$ cat src/rtl/apsp_pkg.sv
package apsp_pkg;

  // table geometry
  localparam int unsigned MAX_VERTICES = 8;
  localparam int unsigned DIST_W       = 24;
  localparam int unsigned IDX_W        = $clog2(MAX_VERTICES);
  localparam int unsigned ADDR_W       = 2 * IDX_W;
  localparam int unsigned CELLS        = MAX_VERTICES * MAX_VERTICES;
  localparam int unsigned CNT_W        = $clog2(MAX_VERTICES + 1);
  localparam int unsigned WEIGHT_W     = 16;
  localparam int unsigned REQ_W        = 2;

  // all-ones distance stands for "no path"
  localparam logic [DIST_W-1:0] DIST_INF = {DIST_W{1'b1}};

  typedef logic [DIST_W-1:0] dist_t;

  // request codes; the fourth code is ignored
  typedef enum logic [REQ_W-1:0] {
    REQ_CLEAR   = 2'd0,
    REQ_ADD     = 2'd1,
    REQ_COMPUTE = 2'd2
  } req_e;

  // addition that sticks at infinity
  function automatic dist_t sat_add(input dist_t x, input dist_t y);
    logic [DIST_W:0] s;
    s = {1'b0, x} + {1'b0, y};
    if (x == DIST_INF || y == DIST_INF || s >= {1'b0, DIST_INF}) begin
      return DIST_INF;
    end
    return s[DIST_W-1:0];
  endfunction

endpackage

$ cat src/rtl/all_pairs_shortest_path_top.sv
// Clear and add-edge words leave busy low; the next word may follow.
// Compute with n vertices in use: busy through the table copy of all CELLS entries,
// relaxation at one cell per cycle with a row fetch before each row, then readout.
// Results leave one per cycle, the first in the cycle after readout starts; no back-pressure.
// Reset: edge table reads as zero on the diagonal and infinity elsewhere at once (valid bits),
// vertex count 8; the distance store is not cleared.
module all_pairs_shortest_path_top
  import apsp_pkg::*;
(
  input  logic                clk_i,
  input  logic                rst_ni,
  input  logic                start,
  output logic                busy,
  input  logic [REQ_W-1:0]    req_type_i,
  input  logic [IDX_W-1:0]    vertex_a_i,
  input  logic [IDX_W-1:0]    vertex_b_i,
  input  logic [WEIGHT_W-1:0] edge_weight_i,
  input  logic                vertex_count_we_i,
  input  logic [CNT_W-1:0]    vertex_count_i,
  output logic                result_valid_o,
  output logic [IDX_W-1:0]    row_vertex_o,
  output logic [IDX_W-1:0]    col_vertex_o,
  output logic [DIST_W-1:0]   distance_o,
  output logic                unreachable_o,
  output logic                last_entry_o
);

  // sequencer states
  localparam logic [2:0] S_IDLE = 3'd0;
  localparam logic [2:0] S_COPY = 3'd1;
  localparam logic [2:0] S_ROW  = 3'd2;
  localparam logic [2:0] S_CELL = 3'd3;
  localparam logic [2:0] S_EMIT = 3'd4;

  logic [2:0]        state_q, state_d;
  logic [CNT_W-1:0]  vcount_q;
  logic [CNT_W-1:0]  n_use;
  logic [IDX_W-1:0]  n_last;
  logic              accept;
  logic              add_ok;

  logic [IDX_W-1:0]  k_q, k_d, i_q, i_d, j_q, j_d;
  logic [ADDR_W-1:0] cp_cnt_q, cp_cnt_d;

  // edge table: symmetric, so only the (low, high) ordered entry is kept
  dist_t             edge_mem [CELLS];
  logic [CELLS-1:0]  edge_vld_q;
  logic [IDX_W-1:0]  e_lo, e_hi, c_lo, c_hi;
  logic [ADDR_W-1:0] e_waddr, e_raddr;
  dist_t             edge_rd_q;
  logic              edge_rv_q, cp_diag_q;

  // distance store
  dist_t             dist_mem [CELLS];
  logic [ADDR_W-1:0] rd_a_addr, rd_b_addr;
  dist_t             rd_a_q, rd_b_q;
  logic              dst_we;
  logic [ADDR_W-1:0] dst_wa;
  dist_t             dst_wd;

  // copy write stage
  logic              cp_wv_q, cp_wv_d;
  logic [ADDR_W-1:0] cp_wa_q;

  // relaxation stage
  logic              row_ld_q, row_ld_d;
  dist_t             ik_q;
  logic              cv_q, cv_d;
  logic [ADDR_W-1:0] cw_addr_q, cw_addr_d;
  dist_t             via;
  logic              relax_we;

  // readout stage
  logic              em_v_q, em_v_d;
  logic [IDX_W-1:0]  em_row_q, em_col_q;
  logic              em_last_q, em_last_d;

  // vertices in use, clamped to the table size
  always_comb begin
    if (vcount_q > CNT_W'(MAX_VERTICES)) begin
      n_use = CNT_W'(MAX_VERTICES);
    end else begin
      n_use = vcount_q;
    end
    n_last = IDX_W'(n_use - CNT_W'(1));
  end

  assign accept = start && !busy;
  assign busy   = (state_q != S_IDLE);
  assign add_ok = (CNT_W'(vertex_a_i) < n_use) && (CNT_W'(vertex_b_i) < n_use);

  // configuration register
  always_ff @(posedge clk_i or negedge rst_ni) begin
    if (!rst_ni) begin
      vcount_q <= CNT_W'(8);
    end else if (vertex_count_we_i) begin
      vcount_q <= vertex_count_i;
    end
  end

  // edge table addressing
  always_comb begin
    if (vertex_a_i < vertex_b_i) begin
      e_lo = vertex_a_i;
      e_hi = vertex_b_i;
    end else begin
      e_lo = vertex_b_i;
      e_hi = vertex_a_i;
    end
    if (cp_cnt_q[ADDR_W-1:IDX_W] < cp_cnt_q[IDX_W-1:0]) begin
      c_lo = cp_cnt_q[ADDR_W-1:IDX_W];
      c_hi = cp_cnt_q[IDX_W-1:0];
    end else begin
      c_lo = cp_cnt_q[IDX_W-1:0];
      c_hi = cp_cnt_q[ADDR_W-1:IDX_W];
    end
    e_waddr = {e_lo, e_hi};
    e_raddr = {c_lo, c_hi};
  end

  // edge table valid bits; clear request drops them all
  always_ff @(posedge clk_i or negedge rst_ni) begin
    if (!rst_ni) begin
      edge_vld_q <= '0;
    end else if (accept && req_type_i == REQ_CLEAR) begin
      edge_vld_q <= '0;
    end else if (accept && req_type_i == REQ_ADD && add_ok) begin
      edge_vld_q[e_waddr] <= 1'b1;
    end
  end

  // edge table memory
  always_ff @(posedge clk_i) begin
    if (accept && req_type_i == REQ_ADD && add_ok) begin
      edge_mem[e_waddr] <= DIST_W'(edge_weight_i);
    end
    edge_rd_q <= edge_mem[e_raddr];
    edge_rv_q <= edge_vld_q[e_raddr];
    cp_diag_q <= (c_lo == c_hi);
  end

  // relaxation: via k, keep the smaller
  assign via      = sat_add(ik_q, rd_a_q);
  assign relax_we = cv_q && (via < rd_b_q);

  // distance store write port: copy and relaxation never overlap
  always_comb begin
    dst_we = 1'b0;
    dst_wa = cw_addr_q;
    dst_wd = via;
    if (cp_wv_q) begin
      dst_we = 1'b1;
      dst_wa = cp_wa_q;
      if (edge_rv_q) begin
        dst_wd = edge_rd_q;
      end else if (cp_diag_q) begin
        dst_wd = '0;
      end else begin
        dst_wd = DIST_INF;
      end
    end else if (relax_we) begin
      dst_we = 1'b1;
    end
  end

  // distance store memory, two registered read ports
  always_ff @(posedge clk_i) begin
    if (dst_we) begin
      dist_mem[dst_wa] <= dst_wd;
    end
    rd_a_q <= dist_mem[rd_a_addr];
    rd_b_q <= dist_mem[rd_b_addr];
  end

  // payload registers
  always_ff @(posedge clk_i) begin
    cp_wa_q   <= cp_cnt_q;
    cw_addr_q <= cw_addr_d;
    if (row_ld_q) begin
      ik_q <= rd_b_q;
    end
    em_row_q  <= i_q;
    em_col_q  <= j_q;
  end

  // sequencer
  always_comb begin
    state_d   = state_q;
    k_d       = k_q;
    i_d       = i_q;
    j_d       = j_q;
    cp_cnt_d  = cp_cnt_q;
    cp_wv_d   = 1'b0;
    row_ld_d  = 1'b0;
    cv_d      = 1'b0;
    em_v_d    = 1'b0;
    em_last_d = 1'b0;
    cw_addr_d = {i_q, j_q};
    rd_a_addr = {k_q, j_q};
    rd_b_addr = {i_q, j_q};
    unique case (state_q)
      S_IDLE: begin
        if (accept && req_type_i == REQ_COMPUTE && n_use != '0) begin
          state_d  = S_COPY;
          cp_cnt_d = '0;
        end
      end
      S_COPY: begin
        cp_wv_d  = 1'b1;
        cp_cnt_d = cp_cnt_q + ADDR_W'(1);
        if (cp_cnt_q == ADDR_W'(CELLS - 1)) begin
          state_d = S_ROW;
          k_d     = '0;
          i_d     = '0;
          j_d     = '0;
        end
      end
      S_ROW: begin
        // fetch d[i][k] once per row; row and column k stay fixed over pass k
        rd_b_addr = {i_q, k_q};
        row_ld_d  = 1'b1;
        j_d       = '0;
        state_d   = S_CELL;
      end
      S_CELL: begin
        cv_d = 1'b1;
        if (j_q == n_last) begin
          j_d = '0;
          if (i_q == n_last) begin
            i_d = '0;
            if (k_q == n_last) begin
              state_d = S_EMIT;
            end else begin
              k_d     = k_q + IDX_W'(1);
              state_d = S_ROW;
            end
          end else begin
            i_d     = i_q + IDX_W'(1);
            state_d = S_ROW;
          end
        end else begin
          j_d = j_q + IDX_W'(1);
        end
      end
      S_EMIT: begin
        em_v_d = 1'b1;
        if (j_q == n_last) begin
          j_d = '0;
          if (i_q == n_last) begin
            em_last_d = 1'b1;
            i_d       = '0;
            state_d   = S_IDLE;
          end else begin
            i_d = i_q + IDX_W'(1);
          end
        end else begin
          j_d = j_q + IDX_W'(1);
        end
      end
      default: begin
        state_d = S_IDLE;
      end
    endcase
  end

  // control registers
  always_ff @(posedge clk_i or negedge rst_ni) begin
    if (!rst_ni) begin
      state_q   <= S_IDLE;
      k_q       <= '0;
      i_q       <= '0;
      j_q       <= '0;
      cp_cnt_q  <= '0;
      cp_wv_q   <= 1'b0;
      row_ld_q  <= 1'b0;
      cv_q      <= 1'b0;
      em_v_q    <= 1'b0;
      em_last_q <= 1'b0;
    end else begin
      state_q   <= state_d;
      k_q       <= k_d;
      i_q       <= i_d;
      j_q       <= j_d;
      cp_cnt_q  <= cp_cnt_d;
      cp_wv_q   <= cp_wv_d;
      row_ld_q  <= row_ld_d;
      cv_q      <= cv_d;
      em_v_q    <= em_v_d;
      em_last_q <= em_last_d;
    end
  end

  // result word
  assign result_valid_o = em_v_q;
  assign row_vertex_o   = em_row_q;
  assign col_vertex_o   = em_col_q;
  assign distance_o     = rd_b_q;
  assign unreachable_o  = (rd_b_q == DIST_INF);
  assign last_entry_o   = em_last_q;

`ifndef ASSERT_OFF
  // results come only out of the readout phase
  a_result_from_emit: assert property (@(posedge clk_i) disable iff (!rst_ni)
    result_valid_o |-> $past(state_q == S_EMIT))
    else $error("result word outside readout");

  // last marker only rides on a result word
  a_last_with_valid: assert property (@(posedge clk_i) disable iff (!rst_ni)
    last_entry_o |-> result_valid_o)
    else $error("last marker without result word");

  // copy and relaxation never contend for the write port
  a_write_exclusive: assert property (@(posedge clk_i) disable iff (!rst_ni)
    !(cp_wv_q && cv_q))
    else $error("copy and relaxation write together");

  // an accepted compute with vertices in use raises busy
  a_compute_busy: assert property (@(posedge clk_i) disable iff (!rst_ni)
    (accept && req_type_i == REQ_COMPUTE && n_use != '0) |=> busy)
    else $error("compute word did not start the sequencer");
`endif

endmodule

$ cat config.mk
export PLATFORM = sky130hd
export DESIGN_NAME = all_pairs_shortest_path_top
export DESIGN_NICKNAME = d
export VERILOG_FILES = /design/src/rtl/apsp_pkg.sv /design/src/rtl/all_pairs_shortest_path_top.sv
export SDC_FILE = /design/constraint.sdc
export NUM_CORES = 2
export LEC_CHECK = 0
export BUFFER_PORTS_ARGS = -buffer_cell sky130_fd_sc_hd__clkbuf_2
export CORE_ASPECT_RATIO = 1.2
export CORE_MARGIN = 4
export CORE_UTILIZATION = 61
export DETAILED_ROUTE_END_ITERATION = 12
export GPL_TIMING_DRIVEN = 0
export PLACE_DENSITY = 0.8
export RECOVER_POWER = 25
export SETUP_SLACK_MARGIN = 0.5
export SLEW_MARGIN = 5
export SYNTH_ARGS = -nofsm -noshare
export SYNTH_HDL_FRONTEND = slang
export SYNTH_SLANG_ARGS = --single-unit
$ cat constraint.sdc
create_clock -name clk_i -period 6.3 [get_ports clk_i]
set_input_delay 1.26 -clock clk_i [delete_from_list [all_inputs] [get_ports clk_i]]
set_output_delay 1.26 -clock clk_i [all_outputs]
set_load 0.005 [all_outputs]
* Yosys cells after proc, flatten, opt, wreduce, memory -nomap -nowiden
Memory sizes are Yosys's and may differ from the RTL's. A register that Yosys moved wholly into a read port is not among the register bits. Cells that the tools add are included.
Operators by class: add/sub/neg operators 6, multiply operators 0, divide/modulo/power cells 0, magnitude comparators 10, equality and inequality tests 22, shift operators 0, mux-type cells 52, bitwise logic cells 1, reduce and logical (&&, ||, !) cells 27
Operator list (number):
- 64-bit two-way mux | 2
- 24-bit two-way mux | 5
- 24-bit == test (second input constant) | 3
- 64-bit bitwise OR | 1
- 3-bit two-way mux | 19
- 24-bit by 24-bit adder with 25-bit output | 1
- 25-bit by 24-bit greater-or-equal comparator with 1-bit output (second input constant) | 1
- 24-bit less-than comparator | 1
- 1-bit two-way mux | 16
- 3-bit case mux with 5 select lines | 1
- 6-bit by 7-bit less-than comparator with 1-bit output (second input constant) | 2
- 2-bit != test (second input constant) | 7
- 3-bit == test | 4
- 6-bit two-way mux | 2
- 3-bit case mux with 2 select lines | 2
- 6-bit case mux with 2 select lines | 1
- 5-bit AND reduction | 2
- 3-bit by 1-bit adder with 3-bit output (second input constant) | 3
- 1-bit logical AND | 9
- 3-bit case mux with 3 select lines | 1
- 3-bit by 4-bit less-than comparator with 1-bit output | 2
- 2-bit nonzero test | 4
- 6-bit by 1-bit adder with 6-bit output (second input constant) | 1
- 1-bit binary-select mux with 6-bit select | 1
- 22 further kinds | 27
Word-level totals: bits in registers 159, bits in latches 0, memory bits (writable) 2560, bits in read-only memories 0, input bits 32, output and inout bits 34, word-level logic and storage cells 140, memories 2
Memories:
- dist_mem | depth 64, bits a word 24, rd ports 2, clocked after Yosys merged registers in 2, wr ports 1, RTL line all_pairs_shortest_path_top.sv:54 | dist_t dist_mem [CELLS];
- edge_mem | depth 64, bits a word 16, rd ports 1, clocked after Yosys merged registers in 1, wr ports 1, RTL line all_pairs_shortest_path_top.sv:46 | dist_t edge_mem [CELLS];

* Longest topological paths before layout
depth after elaboration 11, mapped depth 19, depth with buffers taken out 19

* Least setup slack after synthesis
No wires, ideal clock.
path kind register -> register, from register ik_q[0], to memory dist_mem[56][0] in the netlist's numbering (enable), library setup time 405 ps, data arrival time 5381 ps, required time 5895 ps, setup slack 514 ps, stages on the path, launching flop included 20, path buffers 2, clock period less this slack 5786 ps, cells stage by stage edfxtp_1 > ha_1 > fa_1 > a21o_1 > a221oi_2 > o211ai_1 > a211oi_1 > o31a_1 > clkbuf_1 > buf_2 > nand2_1 > ha_1 > and4_1 > and3_1 > nand2_1 > a21oi_1 > a211oi_1 > o21a_1 > a31oi_2 > nor2_1
On the way: longest elaborated chain between the ends 11, elaborated cells on any way between the ends 13, those cells by class 1 x add/sub; 2 x order compare; 1 x eq/ne; 6 x mux; 3 x reduce/logical
RTL lines:
- start, declared | RTL line all_pairs_shortest_path_top.sv:67 | dist_t ik_q;
- start signal, assigned | RTL line all_pairs_shortest_path_top.sv:180 | ik_q <= rd_b_q;
- 24-bit by 24-bit adder with 25-bit output or 24-bit == test (tied branches) | RTL line apsp_pkg.sv:28, apsp_pkg.sv:29
- 25-bit by 24-bit greater-or-equal comparator with 1-bit output or 1-bit logical OR (tied branches) | RTL line apsp_pkg.sv:29 | if (x == DIST_INF || y == DIST_INF || s >= {1'b0, DIST_INF}) begin
- 1-bit logical OR | RTL line apsp_pkg.sv:29
- 1-bit two-way mux | RTL line apsp_pkg.sv:29
- 24-bit two-way mux * | RTL line apsp_pkg.sv:32 | return s[DIST_W-1:0];
- 24-bit less-than comparator * | RTL line all_pairs_shortest_path_top.sv:144 | assign relax_we = cv_q && (via < rd_b_q);
- 1-bit logical AND * | RTL line all_pairs_shortest_path_top.sv:144
- 1-bit two-way mux * | RTL line all_pairs_shortest_path_top.sv:161 | end else if (relax_we) begin
- 1-bit two-way mux * | RTL line all_pairs_shortest_path_top.sv:151 | if (cp_wv_q) begin
- 1-bit two-way mux * | RTL line all_pairs_shortest_path_top.sv:168 | if (dst_we) begin
- 1-bit two-way mux (not written as such) * | RTL line all_pairs_shortest_path_top.sv:169 | dist_mem[dst_wa] <= dst_wd;
- end, declared | RTL line all_pairs_shortest_path_top.sv:54
Every way passes the cells marked *; elsewhere a longest branch is shown, timed or not.

* Final worst setup path
from register state_q[2], to register rd_b_q[14], in the netlist distance_o[14], read port of dist_mem
On the way: longest elaborated chain between the ends 2
RTL lines:
- start, declared | RTL line all_pairs_shortest_path_top.sv:35 | logic [2:0] state_q, state_d;
- start signal, assigned | RTL line all_pairs_shortest_path_top.sv:280 | state_q <= state_d;
- 3-bit by 2-bit == test with 1-bit output | RTL line all_pairs_shortest_path_top.sv:201 | unique case (state_q)
- 3-bit two-way mux | RTL line all_pairs_shortest_path_top.sv:201
- end, declared | RTL line all_pairs_shortest_path_top.sv:56 | dist_t rd_a_q, rd_b_q;
No other way between the ends. A chain may end at the register's enable or synchronous reset.

==> flow_summary_export.csv <==
group,metric,value,unit
floorplanning,core_area,0.201,mm2
clock_network,cts_max_level,5,
worst_setup_path,end_kind,"flip-flop",
timing,worst_pin_slew,3.79,ns
global_routing,antenna_found_initial,40,
synthesis,synthMuxAreaShare,0.153,
global_routing,grt_overflow,0,
synthesis,synthCells,8291,
synthesis,avgSynthCellArea,14.9,um2
floorplanning,dieArea,0.209,mm2
pwr,seqPwrFrac,0.342,
clock_network,insertion_delay,0.97,ns
pwr,p_comb_frac,0.444,
drt,vias_per_cell,7.35,
drt,routedWlPerCell,37.3,um
hold_path,min_from,"cp_cnt_q[3]$_DFFE_PN0P_",
placement,gp_congestion,1.06,
worst_setup_path,critical_path_class,"reg -> reg",
hold_path,min_path_cells,0,
synthesis,synth_xor_xnor_area_share,0.00242,
synthesis,syn-cell-area,0.123,mm2
drt,drtIter0Drc,14583,
flow_run,drv_cap,26,
synthesis,synth_edf_count,2584,
worst_setup_path,ff2ff_setup_slack,-0.06,ns
clock_network,cts_sinks,2753,
clock_network,path_clk_slew,0.07,ns
finish,drive_above_1_share,0.202,
timing,skew,0.0510,ns
global_routing,grt_pass1_vias,84950,
pwr,power_frac_clock,0.214,
timing,period_needed,6.36,ns
synthesis,yosysWarnings,0,
timing,slew_headroom,-1.53,
synthesis,synthFlopType,"edfxtp_1",
timing,rsz0062_at_grt,"false",
timing,fin_ws,-0.0607,ns
finish,postLayoutCoreUtil,0.704,
clock_network,cts_tree,"built",
clock_network,cts_hold_buffers,0,
clock_network,cts_made_buffers,288,
placement,place_hpwl,303000,um
clock_network,cts_root_buf,"clkbuf_16",
timing,drv_slew,1106,
floorplanning,fp.dieH,500,um
worst_setup_path,timing.rr.end,"distance_o[14]$_DFF_P_",
clock_network,clock_path_buffers,4,
drt,antenna_left,0,
drt,wl,440000,um
timing,setup-violations-final,2,
synthesis,yosys.area_share.simple,0.101,
worst_setup_path,cp.required,6.98,ns
global_routing,grt_pass1_wl,617000,um
drt,vias,86735,
timing,whs,0.406,ns
pwr,finalPower,77.4,mW
pwr,p_per_area,548,mW/mm2
worst_setup_path,reg2reg_depth,13,
run_status,violations,"design-rule violations, max-capacitance violations, max-slew violations, negative setup slack",
synthesis,syn-num-nets,8390,
worst_setup_path,arrival,7.04,ns
hold_path,min_path_type,"reg -> reg",
synthesis,ys_seq_area_frac,0.661,
drt,drtPass1Iterations,11,
pwr,power_switching,32.0,mW
drt,drc,3,
global_routing,grt_max_degree,65,
timing,finalHoldViolCount,0,
finish,finalInstanceArea,0.141,mm2
global_routing,track_usage,0.420,
synthesis,synth-compound-area-share,0.0534,
pwr,swShare,0.414,
timing,finalCritPeriodShare,1.01,
pwr,vdd_drop_max,0.922,mV
worst_setup_path,worstSetupStartpointType,"flip-flop",
placement,placed_area,0.131,mm2
floorplanning,start_util,0.614,
worst_setup_path,path_max_fanout,10,
run_status,status,"finished, violations left",
synthesis,synthArstFlopShare,0.0331,
timing,fmax,0.157,GHz
pwr,p_int,45.4,mW
placement,place_inst,11157,
finish,nFillCells,12612,
finish,synthToLayoutAreaGrowth,14.6,%
worst_setup_path,r2r-start,"state_q[2]$_DFFE_PN0P_",
hold_path,worstHoldEndpoint,"cp_wa_q[3]$_DFF_P_",
finish,nets,9032,
synthesis,ys_ff_latch,2753,
placement,io_buffers,65,
pwr,p_leak,47.5,nW
synthesis,synth_top_family_by_area,"multiplexers",
synthesis,synthAdderAreaFrac,0.00686,
finish,final-seq-area,0.0814,mm2
finish,multi_input_area,0.0401,mm2
floorplanning,boundaryPins,66,
floorplanning,fp.dieW,418,um
floorplanning,rows,180,
synthesis,ys_types,90,
finish,final_cells,11798,
-- layout by cell type (no fill, tap or decap), drive strengths merged, types with 71 or more instances in the layout --
master     n
clkbuf   763
and3     151
buf      527
o21ai     96
clkinv    86
dfrtp     90
edfxtp  2584
a32oi     99
nand2   1633
a31oi    157
o22ai     99
mux4     662
nor2     313
dfxtp     78
mux2i    240
nand3    554
o21a      71
a21oi     82
mux2     134
-- per-stage QoR --
step                setup WS (ns)  TNS [ns]
finish                    -0.0607    -0.120
global route                0.272         0
CTS                         0.495         0
detailed placement          -1.20  -1366.43
global placement            -2.60  -5351.29
floorplan                   0.514         0
-- registers in the layout, summed over array words and instances (netlist names) --
name / flops
dist_mem: 1536
edge_mem: 1024
edge_vld_q: 64
distance_o: 24
ik_q: 24
rd_a_q: 24
edge_rd_q: 16
cp_cnt_q: 6
cp_wa_q: 6
vcount_q: 4
i_q: 3
j_q: 3
k_q: 3
state_q: 3
col_vertex_o: 2
cw_addr_q: 2
row_vertex_o: 2
cp_diag_q: 1
cp_wv_q: 1
cv_q: 1
edge_rv_q: 1
last_entry_o: 1
result_valid_o: 1
row_ld_q: 1
-- worst max-delay path by stage --
stage	from	to	slack (ns)	cells past startpoint
after global placement	rd_a_q[0]$_DFF_P_	dist_mem[56][17]$_DFFE_PP_	-2.60	19
after floorplan	ik_q[0]$_DFFE_PP_	dist_mem[56][0]$_DFFE_PP_	0.51	19
after global routing	state_q[2]$_DFFE_PN0P_	distance_o[13]$_DFF_P_	0.27	13
after CTS	state_q[2]$_DFFE_PN0P_	distance_o[10]$_DFF_P_	0.50	12
after detailed placement	rd_a_q[0]$_DFF_P_	dist_mem[8][9]$_DFFE_PP_	-1.20	19
final	state_q[2]$_DFFE_PN0P_	distance_o[14]$_DFF_P_	-0.06	13
-- power by group through the flow --
stage	clock [mW]	combinational, mW	sequential [mW]
2_1_floorplan	0	15.5	26.8
3_3_place_gp	0	26.3	25.9
3_5_place_dp	0	31.6	26.8
4_1_cts	16.5	32.2	26.4
5_1_grt	17.3	34.5	26.5
6_report	16.5	34.4	26.5
-- cell type report --
cell class / count / share of cell area
Multi-Input combinational cell: 4916 / 0.284
Clock inverter: 113 / 0.00772
Timing Repair Buffer: 339 / 0.0328
Clock buffer: 367 / 0.0550
Sequential cell: 2753 / 0.577
Buffer: 584 / 0.0185
Inverter: 51 / 0.00136
Antenna cell: 36 / 0.000638
Tap cell: 2639 / 0.0234
-- worst max-delay path: stages, from the launching register on --
cell and delay (ns):
dfrtp_1 0.36, clkbuf_1 0.18, nor3b_1 0.22, clkbuf_1 0.68, mux2i_2 1.10, buf_2 0.47, buf_4 0.35, buf_2 0.49
mux2i_1 0.25, mux2i_1 0.17, a32oi_1 0.26, nand3_1 0.30, a22oi_1 0.76, o221ai_1 0.48
-- repair_timing --
item / in CTS / in global routing
gates cloned: 13 / 1
setup buffers: 91 / 10
resized for setup: 20 / 18
pin swaps: 64 / 9
endpoints found under the setup margin: 1542 / 1539
-- cell usage after synthesis (18+ instances only) --
| cell | count | area, um2 |
|---|---|---|
| buf_2 | 165 | 826 |
| mux2i_1 | 239 | 2390 |
| buf_4 | 31 | 233 |
| nand2_1 | 1631 | 6120 |
| dfxtp_1 | 78 | 1560 |
| o21a_1 | 71 | 533 |
| nand4_1 | 37 | 231 |
| a32oi_1 | 99 | 867 |
| clkbuf_1 | 311 | 1170 |
| nor4_1 | 35 | 219 |
| a221oi_1 | 50 | 438 |
| nand2b_1 | 18 | 113 |
| mux2_2 | 134 | 1510 |
| buf_1 | 67 | 251 |
| nand3_1 | 552 | 2760 |
| o21ai_0 | 94 | 470 |
| dfrtp_1 | 90 | 2250 |
| a32o_1 | 48 | 480 |
| o22ai_1 | 99 | 619 |
| nor3_1 | 66 | 330 |
| and3_1 | 151 | 945 |
| nor2_1 | 299 | 1120 |
| inv_1 | 47 | 176 |
| a21oi_1 | 79 | 395 |
| a31oi_1 | 149 | 932 |
| mux4_2 | 662 | 14900 |
| or4_1 | 18 | 135 |
| o2bb2ai_1 | 28 | 245 |
| xnor2_1 | 24 | 210 |
| o221ai_1 | 58 | 508 |
| edfxtp_1 | 2584 | 77600 |
| a22oi_1 | 42 | 315 |
| ha_1 | 66 | 826 |
-- logic make-up (layout without fill, tap and decap cells) --
group | count (synthesis) | in the layout
buffers and inverters | 635 | 1454
xor gates and xnor gates | 34 | 34
other | 0 | 36
and+or+nand+nor | 2864 | 2877
DFF | 2753 | 2753
adders and majority gates | 67 | 67
AOI/OAI and AO/OA | 902 | 902
muxes | 1036 | 1036
-- metal layers --
layer	track usage	share of wire
met5	0.00627	0.00015
met4	0.355	0.11
met3	0.129	0.13
met2	0.649	0.46
met1	0.479	0.30
No activity file was read; power rests on OpenSTA's default activity.
